<file path="src/rtl/mpjs_pkg.sv">
// Shared types, constants and codes for the multi-policy job schedule evaluator.
// Used by mpjs_ctrl, mpjs_datapath and the top level; depends on nothing.
package mpjs_pkg;

   localparam int MAX_JOBS = 32;
   localparam int IDX_W    = (MAX_JOBS > 1) ? $clog2(MAX_JOBS) : 1;
   localparam int CNT_W    = $clog2(MAX_JOBS + 1);
   localparam int TIME_W   = 22;
   localparam int STAMP_W  = 24;

   localparam logic [1:0] KIND_LOAD  = 2'd0;
   localparam logic [1:0] KIND_RUN   = 2'd1;
   localparam logic [1:0] KIND_CLEAR = 2'd2;

   localparam logic [2:0] POL_FCFS = 3'd0;
   localparam logic [2:0] POL_SJF  = 3'd1;
   localparam logic [2:0] POL_PRI  = 3'd2;
   localparam logic [2:0] POL_RR   = 3'd3;
   localparam logic [2:0] POL_SRTF = 3'd4;
   localparam logic [2:0] POL_HRRN = 3'd5;

   localparam logic [1:0] CSR_POLICY  = 2'd0;
   localparam logic [1:0] CSR_QUANTUM = 2'd1;

   typedef enum logic [3:0] {
      OP_NONE,
      OP_LOAD,
      OP_CLEAR,
      OP_RUN_INIT,
      OP_RI_RD,
      OP_RI_LAT,
      OP_RK_RD,
      OP_RK_CMP,
      OP_R_WR,
      OP_SC_INIT,
      OP_S_ORD,
      OP_S_TBL,
      OP_S_MUL,
      OP_S_EVAL,
      OP_S_DEC
   } op_type;

   typedef struct packed {
      logic count_zero;
      logic last_k;
      logic last_i;
      logic last_pos;
      logic dec_end;
      logic is_hrrn;
   } status_type;

   typedef struct packed {
      logic [7:0]  tag;
      logic [15:0] arr;
      logic [15:0] bur;
      logic [7:0]  pri;
   } job_type;

   typedef struct packed {
      logic [15:0]        rem;
      logic               done;
      logic               queued;
      logic [STAMP_W-1:0] stamp;
   } prog_type;

endpackage

</file>
<file path="src/rtl/mpjs_ctrl.sv">
// Sequencer for the schedule evaluator: decodes start words and steps the
// datapath through ranking, scans and decisions. Depends on mpjs_pkg.
module mpjs_ctrl (
   input  logic                   clock,
   input  logic                   reset,
   input  logic                   start,
   input  logic [1:0]             req_kind,
   input  mpjs_pkg::status_type   status,
   output logic                   busy,
   output mpjs_pkg::op_type       op
);
   import mpjs_pkg::*;

   typedef enum logic [3:0] {
      ST_IDLE,
      ST_RI_RD,
      ST_RI_LAT,
      ST_RK_RD,
      ST_RK_CMP,
      ST_R_WR,
      ST_SC_INIT,
      ST_S_ORD,
      ST_S_TBL,
      ST_S_MUL,
      ST_S_EVAL,
      ST_S_DEC
   } state_type;

   state_type state_ff, state_in;

   always_ff @(posedge clock) begin
      if (reset) begin
         state_ff <= ST_IDLE;
      end else begin
         state_ff <= state_in;
      end
   end

   assign busy = (state_ff != ST_IDLE);

   always_comb begin
      state_in = state_ff;
      op       = OP_NONE;
      unique case (state_ff)
         ST_IDLE: begin
            if (start) begin
               unique case (req_kind)
                  KIND_LOAD:  op = OP_LOAD;
                  KIND_CLEAR: op = OP_CLEAR;
                  KIND_RUN: begin
                     if (!status.count_zero) begin
                        op       = OP_RUN_INIT;
                        state_in = ST_RI_RD;
                     end
                  end
                  default: op = OP_NONE;
               endcase
            end
         end
         ST_RI_RD: begin
            op       = OP_RI_RD;
            state_in = ST_RI_LAT;
         end
         ST_RI_LAT: begin
            op       = OP_RI_LAT;
            state_in = ST_RK_RD;
         end
         ST_RK_RD: begin
            op       = OP_RK_RD;
            state_in = ST_RK_CMP;
         end
         ST_RK_CMP: begin
            op       = OP_RK_CMP;
            state_in = status.last_k ? ST_R_WR : ST_RK_RD;
         end
         ST_R_WR: begin
            op       = OP_R_WR;
            state_in = status.last_i ? ST_SC_INIT : ST_RI_RD;
         end
         ST_SC_INIT: begin
            op       = OP_SC_INIT;
            state_in = ST_S_ORD;
         end
         ST_S_ORD: begin
            op       = OP_S_ORD;
            state_in = ST_S_TBL;
         end
         ST_S_TBL: begin
            op       = OP_S_TBL;
            state_in = status.is_hrrn ? ST_S_MUL : ST_S_EVAL;
         end
         ST_S_MUL: begin
            op       = OP_S_MUL;
            state_in = ST_S_EVAL;
         end
         ST_S_EVAL: begin
            op       = OP_S_EVAL;
            state_in = status.last_pos ? ST_S_DEC : ST_S_ORD;
         end
         ST_S_DEC: begin
            op       = OP_S_DEC;
            state_in = status.dec_end ? ST_IDLE : ST_SC_INIT;
         end
         default: state_in = ST_IDLE;
      endcase
   end

endmodule

</file>
<file path="config.mk">
export PLATFORM = sky130hd
export DESIGN_NAME = mpjs_ctrl
export DESIGN_NICKNAME = d
export VERILOG_FILES = /design/src/rtl/mpjs_pkg.sv /design/src/rtl/mpjs_ctrl.sv
export SDC_FILE = /design/constraint.sdc
export NUM_CORES = 1
export LEC_CHECK = 0
export BUFFER_PORTS_ARGS = -buffer_cell sky130_fd_sc_hd__buf_2
export CORE_AREA = 5 5 42 44
export DETAILED_ROUTE_END_ITERATION = 16
export DIE_AREA = 0 0 47 49
export PLACE_DENSITY = 0.58
export REMOVE_ABC_BUFFERS = 1
export SETUP_SLACK_MARGIN = 0.15
export SYNTH_ARGS = -nofsm -noshare
export SYNTH_HDL_FRONTEND = slang
export SYNTH_SLANG_ARGS = --single-unit
</file>
<file path="constraint.sdc">
create_clock -name clock -period 1.35 [get_ports clock]
set_input_delay 0.2025 -clock clock [delete_from_list [all_inputs] [get_ports clock]]
set_output_delay 0.2025 -clock clock [all_outputs]
set_load 0.1 [all_outputs]
</file>
Yosys cells after proc, flatten, opt, wreduce, memory -nomap -nowiden
Index checks and enable logic that the tools add are counted.
- $add $sub $neg: 0
- multiply operators: 0
- div/mod/pow operators: 0
- order comparisons: 0
- eq/ne operators: 16
- shift operators: 0
- multiplexer cells: 13
- bitwise gates (word level): 0
- reductions and logical operators: 4
- operator list (operator ; number):
    $pmux 4 s12 ; 2
    $eq 4x3->1 const B ; 4
    $eq 4x4->1 const B ; 4
    $mux 4 ; 4
    $mux 3 ; 3
    $eq 4x2->1 const B ; 2
    $mux 2 ; 3
    $pmux 2 s3 ; 1
    $eq 4x1->1 const B ; 1
    $logic_not 4->1 ; 1
    $ne 2x2->1 const B ; 2
    $reduce_bool 4->1 ; 1
    $reduce_and 3->1 ; 1
    $eq 2x1->1 const B ; 1
    $eq 2x2->1 const B ; 1
    $logic_not 2->1 ; 1
    $ne 2x1->1 const B ; 1
- register bits: 4
- bits in latches: 0
- RAM bits: 0
- ROM bits: 0
- input bits: 11
- output and inout bits: 5
- word-level logic and storage cells: 34
- memories kept: 0

Depth between registers and ports, before layout
Gate-level depths: netlist of run 1.
- depth in word-level cells: 4
- mapped depth: 5

Least setup slack after synthesis of run 1
OpenSTA, ideal clock, no wires.
- kind: reg-to-output
- from: reg state_ff[2]
- to: out op[0]
- data arrival time: 2.687 ns
- required time: 1.148 ns
- setup slack: -1.540 ns
- cell stages (with the launch flop): 4
- path buffers: 1
- path through: dfxtp_1 > buf_2 > and2_2 > nor3_1
- word-level cells in the longest chain between the ends: 2
- elaborated cells on any way between the ends: 13
- those cells by class: 11 x eq/ne; 1 x mux; 1 x reduce/logical
- ends and longest elaborated chain (element ; line ; text):
    start: declaration ; mpjs_ctrl.sv:29 ; state_type state_ff, state_in;
    start signal: assignment ; mpjs_ctrl.sv:35 ; state_ff <= state_in;
    $eq 4x4->1 (tied with other cells) ; mpjs_ctrl.sv:44 ; unique case (state_ff)
    $pmux 4 s12 (*) ; mpjs_ctrl.sv:44 ;
    end: declaration ; mpjs_ctrl.sv:10 ; output mpjs_pkg::op_type op
Mark *: on every way between the ends. The rest lies on a longest branch, timed or not.

Worst setup path in the final report of run 1
- from: reg state_ff[3]
- to: out op[1]
Same word-level chain as after synthesis.

==> impl_results.rst, run 1 <==
.. list-table::
   :header-rows: 1

   * - Metric
     - Value
   * - Length of the first detailed-routing pass in iterations
     - 4
   * - Violated checks
     - negative setup slack
   * - Maximum ir drop on the vdd rail
     - 0.606 mV
   * - Cell Int Power
     - 0.278 mW
   * - Hold Fails Final Rpt
     - 0
   * - Count of unresolved DRC violations after routing
     - 0
   * - H-tree level count
     - 1
   * - Final worst slack
     - -0.105 ns
   * - Number of max-capacitance violations reported
     - 0
   * - Sequential cell fraction of total power
     - 28.5%
   * - GPL Wtd Cong
     - 0.787
   * - Setup Viol. Count Final
     - 7
   * - Net switching power of the design
     - 0.136 mW
   * - Global-route wire length before repair
     - 1880 um
   * - Synthesized netlist cell count
     - 55
   * - Adder and majority cell fraction of the synthesized area
     - 0%
   * - Peak Freq
     - 687 MHz
   * - Post-Route Hold Slack
     - 0.265 ns
   * - Number of max-slew violations in the final report
     - 0
   * - Number of I/O port buffers
     - 15
   * - Post-route clock period utilization
     - 108%
   * - Effective utilization at floorplan
     - 27.0%
   * - Detailed-route via count
     - 475
   * - Total Die Area
     - 2300 um^2
   * - Filler cells
     - 131
   * - Count of clock tree sinks
     - 4
   * - Synthesized flop and latch total
     - 4
   * - Finished Layout Cells
     - 100
   * - Overall routed net length
     - 1180 um
   * - Number of nets still failing antenna checks after routing
     - 0
   * - Number of global-route vias before repair
     - 491
   * - CP Class
     - flip-flop to output pin
   * - Bufs on Longest Clock Path
     - 2
   * - Number of cells on the worst hold path
     - 3
   * - Post-synthesis instance area
     - 378 um^2
   * - Leading registers by flop count
     - state_ff: 4 flops
   * - I/O Pins
     - 16
   * - Number of distinct library cells after synthesis
     - 28
   * - Slew of the pin with the lowest slew margin
     - 0.222 ns
   * - Core area
     - 1400 um^2
   * - Final setup skew
     - 0.00332 ns
   * - Routing usage on met3
     - 4.43%
   * - Post-layout nets
     - 97
   * - DRC violation total after the first TritonRoute iteration
     - 2
   * - Crit end category
     - output pin
   * - Standby leakage power
     - 0.332 nW
   * - Clock-pin slew on the worst setup and hold paths
     - 0.04 ns
   * - Antenna diode count
     - 0
   * - Hold-fix buffers, CTS
     - 0
   * - Met1 track utilization from global routing
     - 13.2%
   * - GRT Residual Overflow
     - 0
   * - Total Power Consumption
     - 0.414 mW
   * - Number of antenna violations at the first check in global routing
     - 0
   * - TritonCTS clock tree
     - yes
   * - Max-slew headroom at the worst pin
     - 85.2%
   * - Floorplan row count
     - 14
   * - Fin area
     - 785 um^2
   * - Total global-route track usage
     - 10.9%
   * - Parity-gate share of the synthesized area counting xor and xnor cells
     - 0%
   * - Cell at the root of the clock tree
     - sky130_fd_sc_hd__clkbuf_4
   * - Portion of total power attributed to combinational logic
     - 36.8%
   * - Synthesis-to-layout area growth
     - 108%
   * - Max FO, Critical Path
     - 5
   * - Top Usage Layer GRT
     - met2
   * - Worst reg2reg path depth
     - 7
   * - Total power per unit cell area
     - 528 nW/um^2
   * - Fraction of layout cells with a size suffix above 1
     - 64.3%
   * - Hold Crit Class
     - input pin to flip-flop
   * - Outcome
     - complete, but fails checks
   * - HPWL reported at the end of detailed placement
     - 802 um
   * - Switching portion of total power
     - 32.9%
   * - Mux cell area share after synthesis
     - 2.65%
   * - Met2 usage
     - 17.4%
   * - Unrepaired setup endpoints after global routing
     - true
   * - Syn. warnings
     - 0
   * - Largest net degree at the start of global routing
     - 10
   * - Total clock buffers created by CTS
     - 3
   * - Final critical path time including I/O delays and setup
     - 1.46 ns
   * - Largest register by flop count
     - state_ff
   * - X dimension of the die
     - 47 um
   * - Sequential-to-total area share from yosys stat
     - 21.2%
   * - Combinational family with the most area after synthesis
     - simple AND/OR/NAND/NOR gates
   * - Chip height
     - 49 um
   * - Final design utilization
     - 56.0%
   * - Area after DPL
     - 587 um^2
   * - Average cell area after synthesis
     - 6.87 um^2
   * - Synthesized-area fraction occupied by ao, oa, aoi and oai cells
     - 30.8%
   * - Arrival @ worst endpoint
     - 1.25 ns
   * - Clock latency at the later pin of the worst-skew pair
     - 0.23 ns
   * - Post-DR vias/cell
     - 4.75
   * - Placed Instances
     - 91
   * - Data required time at the worst endpoint
     - 1.15 ns
   * - Startpoint kind of the worst setup timing path
     - flip-flop
   * - Clock share of power
     - 34.7%
   * - Fraction of the mapped netlist area in simple logic gates
     - 36.8%
   * - Flip-flop count of the largest register after layout
     - 4
   * - Average wire per cell in the routed design
     - 11.8 um
==> synthesized netlist by cell type <==
| cell | n | area [um^2] |
|---|---|---|
| sky130_fd_sc_hd__a21boi_0 | 1 | 7.51 |
| sky130_fd_sc_hd__a21oi_1 | 5 | 25.0 |
| sky130_fd_sc_hd__a22oi_1 | 1 | 7.51 |
| sky130_fd_sc_hd__a2bb2oi_1 | 1 | 8.76 |
| sky130_fd_sc_hd__a31oi_1 | 1 | 6.26 |
| sky130_fd_sc_hd__and2_2 | 1 | 7.51 |
| sky130_fd_sc_hd__and2b_2 | 1 | 8.76 |
| sky130_fd_sc_hd__buf_2 | 2 | 10.0 |
| sky130_fd_sc_hd__buf_6 | 1 | 11.3 |
| sky130_fd_sc_hd__dfxtp_1 | 4 | 80.1 |
| sky130_fd_sc_hd__inv_1 | 3 | 11.3 |
| sky130_fd_sc_hd__mux2i_1 | 1 | 10.0 |
| sky130_fd_sc_hd__nand2_1 | 4 | 15.0 |
| sky130_fd_sc_hd__nand2b_1 | 3 | 18.8 |
| sky130_fd_sc_hd__nand3_1 | 1 | 5.00 |
| sky130_fd_sc_hd__nand3b_1 | 1 | 7.51 |
| sky130_fd_sc_hd__nor2_1 | 9 | 33.8 |
| sky130_fd_sc_hd__nor3_1 | 2 | 10.0 |
| sky130_fd_sc_hd__nor3b_2 | 1 | 12.5 |
| sky130_fd_sc_hd__nor4_1 | 1 | 6.26 |
| sky130_fd_sc_hd__o21a_1 | 1 | 7.51 |
| sky130_fd_sc_hd__o21ai_0 | 4 | 20.0 |
| sky130_fd_sc_hd__o21ai_2 | 1 | 8.76 |
| sky130_fd_sc_hd__o22a_1 | 1 | 8.76 |
| sky130_fd_sc_hd__o22ai_1 | 1 | 6.26 |
| sky130_fd_sc_hd__o32a_1 | 1 | 10.0 |
| sky130_fd_sc_hd__or2b_1 | 1 | 7.51 |
| sky130_fd_sc_hd__or3_1 | 1 | 6.26 |
==> cell type report <==
type / count / area [um^2] / area share [%]
repair buffers: 29 / 278 / 35.4
inverters: 3 / 11.3 / 1.44
flip-flops and latches: 4 / 90.1 / 11.5
well taps: 16 / 20.0 / 2.55
clock buffers: 3 / 22.5 / 2.87
multi-input cells: 45 / 363 / 46.3
==> stage by stage <==
step           TNS (ns)  setup slack [ns]
2_1_floorplan     -7.62             -1.58
3_3_place_gp          0            0.0150
3_5_place_dp    -0.0333           -0.0211
4_1_cts          -0.353            -0.112
5_1_grt          -0.964            -0.175
6_report         -0.441            -0.105
==> path summary, 6_finish.rpt <==
kind               startpoint          end  slack (ns)
hold / removal      status[4]  state_ff[2]        0.26
setup / recovery  state_ff[3]        op[1]       -0.11
setup reg to reg  state_ff[2]  state_ff[1]       -0.01
hold reg to reg   state_ff[2]  state_ff[2]        0.70
==> per-layer routing <==
layer	vias to the layer above	part of all wire, %
met5	-	0
met4	0	0
met3	0	5.7
met2	12	50
met1	209	44
li1	254	-
==> power by group through the flow <==
stage                     clock network, mW  registers (mW)  logic, mW
after CTS                             0.154           0.122      0.143
after floorplan                           0           0.125     0.0716
after global placement                    0           0.123      0.132
after global routing                  0.167           0.118      0.161
final                                 0.144           0.118      0.152
after detailed placement                  0           0.123      0.133
==> critical path, cell delays in order, from the launching register on <==
cell and delay (ns):
sky130_fd_sc_hd__dfxtp_4 0.35, sky130_fd_sc_hd__and2_4 0.16, sky130_fd_sc_hd__nand2b_4 0.14, sky130_fd_sc_hd__o22ai_4 0.16, sky130_fd_sc_hd__buf_12 0.19
==> cell usage in the layout, fill, tap and decap left out, types with 3 or more instances in the layout <==
cell / count
sky130_fd_sc_hd__buf_6: 6
sky130_fd_sc_hd__clkbuf_4: 3
sky130_fd_sc_hd__buf_2: 10
sky130_fd_sc_hd__buf_4: 8
sky130_fd_sc_hd__nor2_1: 8
sky130_fd_sc_hd__nand2_2: 3
sky130_fd_sc_hd__buf_12: 5
sky130_fd_sc_hd__a21oi_1: 3
==> cells by family after synthesis <==
logic type | Yosys count
DFF | 4
AOI/OAI and AO/OA | 18
muxes | 1
buffers and inverters | 6
and+or+nand+nor | 26
==> what timing repair did <==
| item | CTS | global route |
|---|---|---|
| setup endpoints to repair | 7 | 9 |
| pin swaps | 4 | 8 |
| buffers inserted | 2 | 4 |
| resized for setup | 23 | 13 |
Power figures use the tool's default switching activity.
==> run 2, diff against run 1 <==
--- a/config.mk
+++ b/config.mk
@@ -10,7 +10,6 @@
 export DETAILED_ROUTE_END_ITERATION = 16
 export DIE_AREA = 0 0 47 49
 export PLACE_DENSITY = 0.58
-export REMOVE_ABC_BUFFERS = 1
 export SETUP_SLACK_MARGIN = 0.15
 export SYNTH_ARGS = -nofsm -noshare
 export SYNTH_HDL_FRONTEND = slang
==> run 2 against run 1 <==
The flow still finishes with violations (negative setup slack). Largest power group unchanged. Critical endpoint unchanged. Largest cell class unchanged. First-iteration DRC count rose to 3.0 times the previous value. Worst hold slack got worse by 0.0054 ns. Die area unchanged. Clock skew grew 0.0058 ns. Highest routed layer unchanged. Sequential share of layout area increased by 0.17 points. Register-to-register slack about the same.
==> impl_results.rst, run 2 (same netlist as run 1, synthesis figures left out) <==
.. list-table::
   :header-rows: 1

   * - Metric
     - Value
   * - Post-Route Hold Slack
     - 0.259 ns (was 0.265 ns)
   * - Filler cells
     - 126 (was 131)
   * - Commonest non-fill, non-tap cell in the layout
     - sky130_fd_sc_hd__buf_2 (unchanged)
   * - Maximum ir drop on the vdd rail
     - 0.426 mV (was 0.606 mV)
   * - Overall routed net length
     - 1340 um (was 1180 um)
   * - Pre-CTS setup slack
     - -0.0225 ns (was -0.0211 ns)
   * - Met1 track utilization from global routing
     - 16.0% (was 13.2%)
   * - Fin area
     - 816 um^2 (was 785 um^2)
   * - HPWL reported at the end of detailed placement
     - 958 um (was 802 um)
   * - I/O Pins
     - 16 (unchanged)
   * - Antenna diode count
     - 0 (unchanged)
   * - Number of max-slew violations in the final report
     - 0 (unchanged)
   * - Startpoint kind of the worst setup timing path
     - flip-flop (unchanged)
   * - Clock latency at the later pin of the worst-skew pair
     - 0.23 ns (about the same)
   * - Total clock buffers created by CTS
     - 3 (unchanged)
   * - Final design utilization
     - 58.2% (was 56.0%)
   * - Number of global-route vias before repair
     - 518 (was 491)
   * - Max-slew headroom at the worst pin
     - 77.4% (was 85.2%)
   * - Violated checks
     - negative setup slack (unchanged)
   * - Final setup skew
     - 0.00909 ns (was 0.00332 ns)
   * - Number of max-capacitance violations reported
     - 0 (unchanged)
   * - Finished Layout Cells
     - 100 (unchanged)
   * - Unrepaired setup endpoints after global routing
     - true (unchanged)
   * - Cells along the critical path
     - and2_4 -> nand2b_4 -> o22ai_4 -> buf_12 (unchanged)
   * - Top delay family on crit path
     - flip-flops (unchanged)
   * - Hold Fails Final Rpt
     - 0 (unchanged)
   * - CP Buf/Inv Count
     - 1 (unchanged)
   * - Cell at the root of the clock tree
     - sky130_fd_sc_hd__clkbuf_4 (unchanged)
   * - Routing usage on met3
     - 3.32% (was 4.43%)
   * - Leading registers by flop count
     - state_ff: 4 flops (unchanged)
   * - Data required time at the worst endpoint
     - 1.15 ns (about the same)
   * - Crit end category
     - output pin (unchanged)
   * - Setup Viol. Count Final
     - 7 (unchanged)
   * - Post-route clock period utilization
     - 109% (was 108%)
   * - Largest net degree at the start of global routing
     - 7 (was 10)
   * - GPL Wtd Cong
     - 0.827 (was 0.787)
   * - Total global-route track usage
     - 13.2% (was 10.9%)
   * - Number of nets still failing antenna checks after routing
     - 0 (unchanged)
   * - TritonCTS clock tree
     - yes (unchanged)
   * - Outcome
     - complete, but fails checks (unchanged)
   * - Area after DPL
     - 663 um^2 (was 587 um^2)
   * - Hold-fix buffers, CTS
     - 0 (unchanged)
   * - Arrival @ worst endpoint
     - 1.27 ns (was 1.25 ns)
   * - Largest register by flop count
     - state_ff (unchanged)
   * - GRT Residual Overflow
     - 0 (unchanged)
   * - Total Die Area
     - 2300 um^2 (unchanged)
   * - Average wire per cell in the routed design
     - 13.4 um (was 11.8 um)
   * - Detailed-route via count
     - 507 (was 475)
   * - Net count of the mapped netlist
     - 66
   * - H-tree level count
     - 1 (unchanged)
   * - Count of unresolved DRC violations after routing
     - 0 (unchanged)
   * - Effective utilization at floorplan
     - 27.0% (unchanged)
   * - Standby leakage power
     - 0.338 nW (was 0.332 nW)
   * - Fraction of layout cells with a size suffix above 1
     - 61.9% (was 64.3%)
   * - Final worst slack
     - -0.125 ns (was -0.105 ns)
   * - CP Class
     - flip-flop to output pin (unchanged)
   * - Flip-flop count of the largest register after layout
     - 4 (unchanged)
   * - Count of clock tree sinks
     - 4 (unchanged)
   * - Floorplan row count
     - 14 (unchanged)
   * - Setup TNS Final
     - -0.514 ns (was -0.441 ns)
   * - Max FO, Critical Path
     - 5 (unchanged)
   * - Placed Instances
     - 92 (was 91)
   * - DRC violation total after the first TritonRoute iteration
     - 6 (was 2)
   * - Chip height
     - 49 um (unchanged)
   * - Global-route wire length before repair
     - 2260 um (was 1880 um)
   * - Peak Freq
     - 678 MHz (was 687 MHz)
   * - Most used cells in the layout excluding fill and tap cells
     - sky130_fd_sc_hd__buf_2, sky130_fd_sc_hd__buf_4, sky130_fd_sc_hd__nor2_1, sky130_fd_sc_hd__buf_12, sky130_fd_sc_hd__a21oi_1 (was sky130_fd_sc_hd__buf_2, sky130_fd_sc_hd__nor2_1, sky130_fd_sc_hd__buf_4)
   * - Post-layout nets
     - 97 (unchanged)
   * - Largest stage delay, worst path
     - 0.36 ns (was 0.35 ns)
   * - X dimension of the die
     - 47 um (unchanged)
   * - Top Usage Layer GRT
     - met2 (unchanged)
   * - Total Power Consumption
     - 0.434 mW (was 0.414 mW)
   * - Post-DR vias/cell
     - 5.07 (was 4.75)
   * - Number of I/O port buffers
     - 15 (unchanged)
   * - Bufs on Longest Clock Path
     - 2 (unchanged)
   * - Final critical path time including I/O delays and setup
     - 1.47 ns (was 1.46 ns)
   * - Met2 usage
     - 22.6% (was 17.4%)
   * - Core area
     - 1400 um^2 (unchanged)
   * - Length of the first detailed-routing pass in iterations
     - 4 (unchanged)
   * - Total power per unit cell area
     - 532 nW/um^2 (was 528 nW/um^2)
   * - Synthesis-to-layout area growth
     - 116% (was 108%)
   * - Library cell contributing the largest single delay on the critical path
     - sky130_fd_sc_hd__dfxtp_4 (unchanged)
   * - Hold Crit Class
     - input pin to flip-flop (unchanged)
   * - Clock-pin slew on the worst setup and hold paths
     - 0.04 ns (about the same)
   * - Slew of the pin with the lowest slew margin
     - 0.336 ns (was 0.222 ns)
   * - Number of antenna violations at the first check in global routing
     - 0 (unchanged)
-- run 2: where the power goes --
part,internal (mW),switching [mW]
clock,0.0994,0.0479
combinational,0.0753,0.0952
sequential,0.113,0.00308
-- run 2: path summary, 6_finish.rpt --
path,startpoint,end,slack (ns),cells after the start
min reg2reg,state_ff[2],state_ff[2],0.74,3
max reg2reg,state_ff[2],state_ff[2],-0.02,6
max,state_ff[3],op[1],-0.12,4
min,status[4],state_ff[2],0.26,3
-- run 2: final cells by class --
type                            count  area (um^2)  area share, %
Timing Repair Buffer               29          292           35.7
Clock buffer                        3         22.5           2.76
Inverter                            3         11.3           1.38
Sequential cell                     4         95.1           11.7
Multi-Input combinational cell     45          375           46.0
Tap cell                           16         20.0           2.45
-- run 2: what timing repair did --
item | CTS | global route
pin swaps | 4 | 3
setup endpoints to repair | 7 | 9
resized for setup | 15 | 7
buffers inserted | 4 | 1
endpoints found under the hold margin | 0 | 0
-- run 2: routing by layer --
layer	wire length [um]	vias to the layer above
met4	0	0
li1	-	256
met3	74	0
met2	738	16
met1	526	235
met5	0	-
-- run 2: worst min-delay path, delay by kind of cell --
kind	cells	cell delay [ns]
AND/OR/NAND/NOR	1	0.06
AO/OA/AOI/OAI	1	0.08
buffers and inverters	1	0.11
==> run 3, diff against run 2 <==
--- a/config.mk
+++ b/config.mk
@@ -9,8 +9,10 @@
 export CORE_AREA = 5 5 42 44
 export DETAILED_ROUTE_END_ITERATION = 16
 export DIE_AREA = 0 0 47 49
+export HOLD_SLACK_MARGIN = 0.1
 export PLACE_DENSITY = 0.58
 export SETUP_SLACK_MARGIN = 0.15
+export SKIP_CTS_REPAIR_TIMING = 1
 export SYNTH_ARGS = -nofsm -noshare
 export SYNTH_HDL_FRONTEND = slang
 export SYNTH_SLANG_ARGS = --single-unit
==> run 3 against run 2 <==
The flow still finishes with violations (negative setup slack). Cell area fell by 8.1%. Flip-flop and latch count stayed put. Utilization shrank 4.7 points. Global-route usage fell by 2.1 points. Clock skew decreased by 0.0063 ns. Die area unchanged. Total power is 3.9% lower. Setup slack improved by 0.0091 ns. Register-to-register slack better by 0.12 ns. Combinational power shrank 8%. Largest power group unchanged. Highest routed layer unchanged.
==> impl_results.rst, run 3 (same netlist as run 1, synthesis figures left out) <==
.. list-table::
   :header-rows: 1

   * - Metric
     - Value
   * - Net count of the mapped netlist
     - 66 (unchanged)
   * - Floorplan row count
     - 14 (unchanged)
   * - Area after DPL
     - 663 um^2 (unchanged)
   * - Leading registers by flop count
     - state_ff: 4 flops (unchanged)
   * - Arrival @ worst endpoint
     - 1.26 ns (was 1.27 ns)
   * - Post-Route Hold Slack
     - 0.259 ns (about the same)
   * - Synthesis-to-layout area growth
     - 98.3% (was 116%)
   * - Unrepaired setup endpoints after global routing
     - true (unchanged)
   * - Peak Freq
     - 682 MHz (was 678 MHz)
   * - Library cell contributing the largest single delay on the critical path
     - sky130_fd_sc_hd__dfxtp_4 (unchanged)
   * - HPWL reported at the end of detailed placement
     - 958 um (unchanged)
   * - Finished Layout Cells
     - 95 (was 100)
   * - Average wire per cell in the routed design
     - 13.0 um (was 13.4 um)
   * - Data required time at the worst endpoint
     - 1.15 ns (about the same)
   * - Global-route wire length before repair
     - 1940 um (was 2260 um)
   * - Post-DR vias/cell
     - 5.05 (was 5.07)
   * - Flip-flop count of the largest register after layout
     - 4 (unchanged)
   * - Outcome
     - complete, but fails checks (unchanged)
   * - Antenna diode count
     - 0 (unchanged)
   * - Final setup skew
     - 0.00282 ns (was 0.00909 ns)
   * - Final worst slack
     - -0.116 ns (was -0.125 ns)
   * - Fraction of layout cells with a size suffix above 1
     - 62.0% (was 61.9%)
   * - Hold Crit Class
     - input pin to flip-flop (unchanged)
   * - TritonCTS clock tree
     - yes (unchanged)
   * - Final design utilization
     - 53.5% (was 58.2%)
   * - Commonest non-fill, non-tap cell in the layout
     - sky130_fd_sc_hd__buf_2 (unchanged)
   * - Detailed-route via count
     - 480 (was 507)
   * - Clock latency at the later pin of the worst-skew pair
     - 0.23 ns (about the same)
   * - Cell at the root of the clock tree
     - sky130_fd_sc_hd__clkbuf_4 (unchanged)
   * - X dimension of the die
     - 47 um (unchanged)
   * - CP Class
     - flip-flop to output pin (unchanged)
   * - I/O Pins
     - 16 (unchanged)
   * - Maximum ir drop on the vdd rail
     - 0.321 mV (was 0.426 mV)
   * - GPL Wtd Cong
     - 0.827 (unchanged)
   * - Setup Viol. Count Final
     - 4 (was 7)
   * - Bufs on Longest Clock Path
     - 2 (unchanged)
   * - Final critical path time including I/O delays and setup
     - 1.47 ns (about the same)
   * - Slew of the pin with the lowest slew margin
     - 0.304 ns (was 0.336 ns)
   * - Number of nets still failing antenna checks after routing
     - 0 (unchanged)
   * - Standby leakage power
     - 0.305 nW (was 0.338 nW)
   * - Count of clock tree sinks
     - 4 (unchanged)
   * - GRT Residual Overflow
     - 0 (unchanged)
   * - Effective utilization at floorplan
     - 27.0% (unchanged)
   * - Post-route clock period utilization
     - 109% (about the same)
   * - Cells along the critical path
     - and2_4 -> nand2b_4 -> o22ai_4 -> buf_12 (unchanged)
   * - Placed Instances
     - 92 (unchanged)
   * - DRC violation total after the first TritonRoute iteration
     - 7 (was 6)
   * - Clock-pin slew on the worst setup and hold paths
     - 0.04 ns (about the same)
   * - Length of the first detailed-routing pass in iterations
     - 4 (unchanged)
   * - Top delay family on crit path
     - flip-flops (unchanged)
   * - Number of I/O port buffers
     - 15 (unchanged)
   * - Chip height
     - 49 um (unchanged)
   * - Startpoint kind of the worst setup timing path
     - flip-flop (unchanged)
   * - Setup TNS Final
     - -0.377 ns (was -0.514 ns)
   * - Post-layout nets
     - 92 (was 97)
   * - Number of global-route vias before repair
     - 476 (was 518)
   * - Hold Fails Final Rpt
     - 0 (unchanged)
   * - Number of max-slew violations in the final report
     - 0 (unchanged)
   * - Number of antenna violations at the first check in global routing
     - 0 (unchanged)
   * - Max-slew headroom at the worst pin
     - 79.2% (was 77.4%)
   * - Total global-route track usage
     - 11.1% (was 13.2%)
   * - H-tree level count
     - 1 (unchanged)
   * - Largest stage delay, worst path
     - 0.35 ns (was 0.36 ns)
   * - CP Buf/Inv Count
     - 1 (unchanged)
   * - Overall routed net length
     - 1230 um (was 1340 um)
   * - Largest net degree at the start of global routing
     - 7 (unchanged)
   * - Max FO, Critical Path
     - 5 (unchanged)
   * - Fin area
     - 749 um^2 (was 816 um^2)
   * - Pre-CTS setup slack
     - -0.0225 ns (unchanged)
   * - Crit end category
     - output pin (unchanged)
   * - Total Die Area
     - 2300 um^2 (unchanged)
   * - Count of unresolved DRC violations after routing
     - 0 (unchanged)
   * - Core area
     - 1400 um^2 (unchanged)
   * - Total Power Consumption
     - 0.417 mW (was 0.434 mW)
   * - Filler cells
     - 139 (was 126)
   * - Violated checks
     - negative setup slack (unchanged)
   * - Largest register by flop count
     - state_ff (unchanged)
   * - Total clock buffers created by CTS
     - 3 (unchanged)
   * - Most used cells in the layout excluding fill and tap cells
     - sky130_fd_sc_hd__buf_2, sky130_fd_sc_hd__nor2_1, sky130_fd_sc_hd__buf_4 (was sky130_fd_sc_hd__buf_2, sky130_fd_sc_hd__buf_4, sky130_fd_sc_hd__nor2_1, sky130_fd_sc_hd__buf_12, sky130_fd_sc_hd__a21oi_1)
   * - Total power per unit cell area
     - 557 nW/um^2 (was 532 nW/um^2)
   * - Number of max-capacitance violations reported
     - 0 (unchanged)
[run 3: worst paths after layout]
path,start,cells past startpoint,slack (ns),to
max,state_ff[3],4,-0.12,op[1]
min,status[4],3,0.26,state_ff[2]
max reg2reg,state_ff[3],5,0.10,state_ff[2]
min reg2reg,state_ff[1],3,0.67,state_ff[0]
[run 3: worst min-delay path, stage by stage]
cell	delay, ns
sky130_fd_sc_hd__buf_2	0.11
sky130_fd_sc_hd__nand3_1	0.06
sky130_fd_sc_hd__a31oi_1	0.08
[run 3: where the power goes]
| part | switching [mW] | total, mW | internal, mW |
|---|---|---|---|
| logic | 0.0917 | 0.157 | 0.0653 |
| registers | 0.00335 | 0.118 | 0.115 |
| clock network | 0.0431 | 0.142 | 0.0991 |
[run 3: layout make-up]
type / count / area [um^2] / area share, %
multi-input combinational: 45 / 369 / 49.2
timing repair buffer: 24 / 234 / 31.2
sequential: 4 / 92.6 / 12.4
clock buffer: 3 / 22.5 / 3.01
tap: 16 / 20.0 / 2.67
inverter: 3 / 11.3 / 1.50
[run 3: routing by layer]
metal,vias up,GRT usage [%],routed length (um)
li1,244,-,-
met1,225,13.8,484
met2,11,17.4,687
met3,0,3.32,60
met4,0,4.15,0
met5,-,0,0
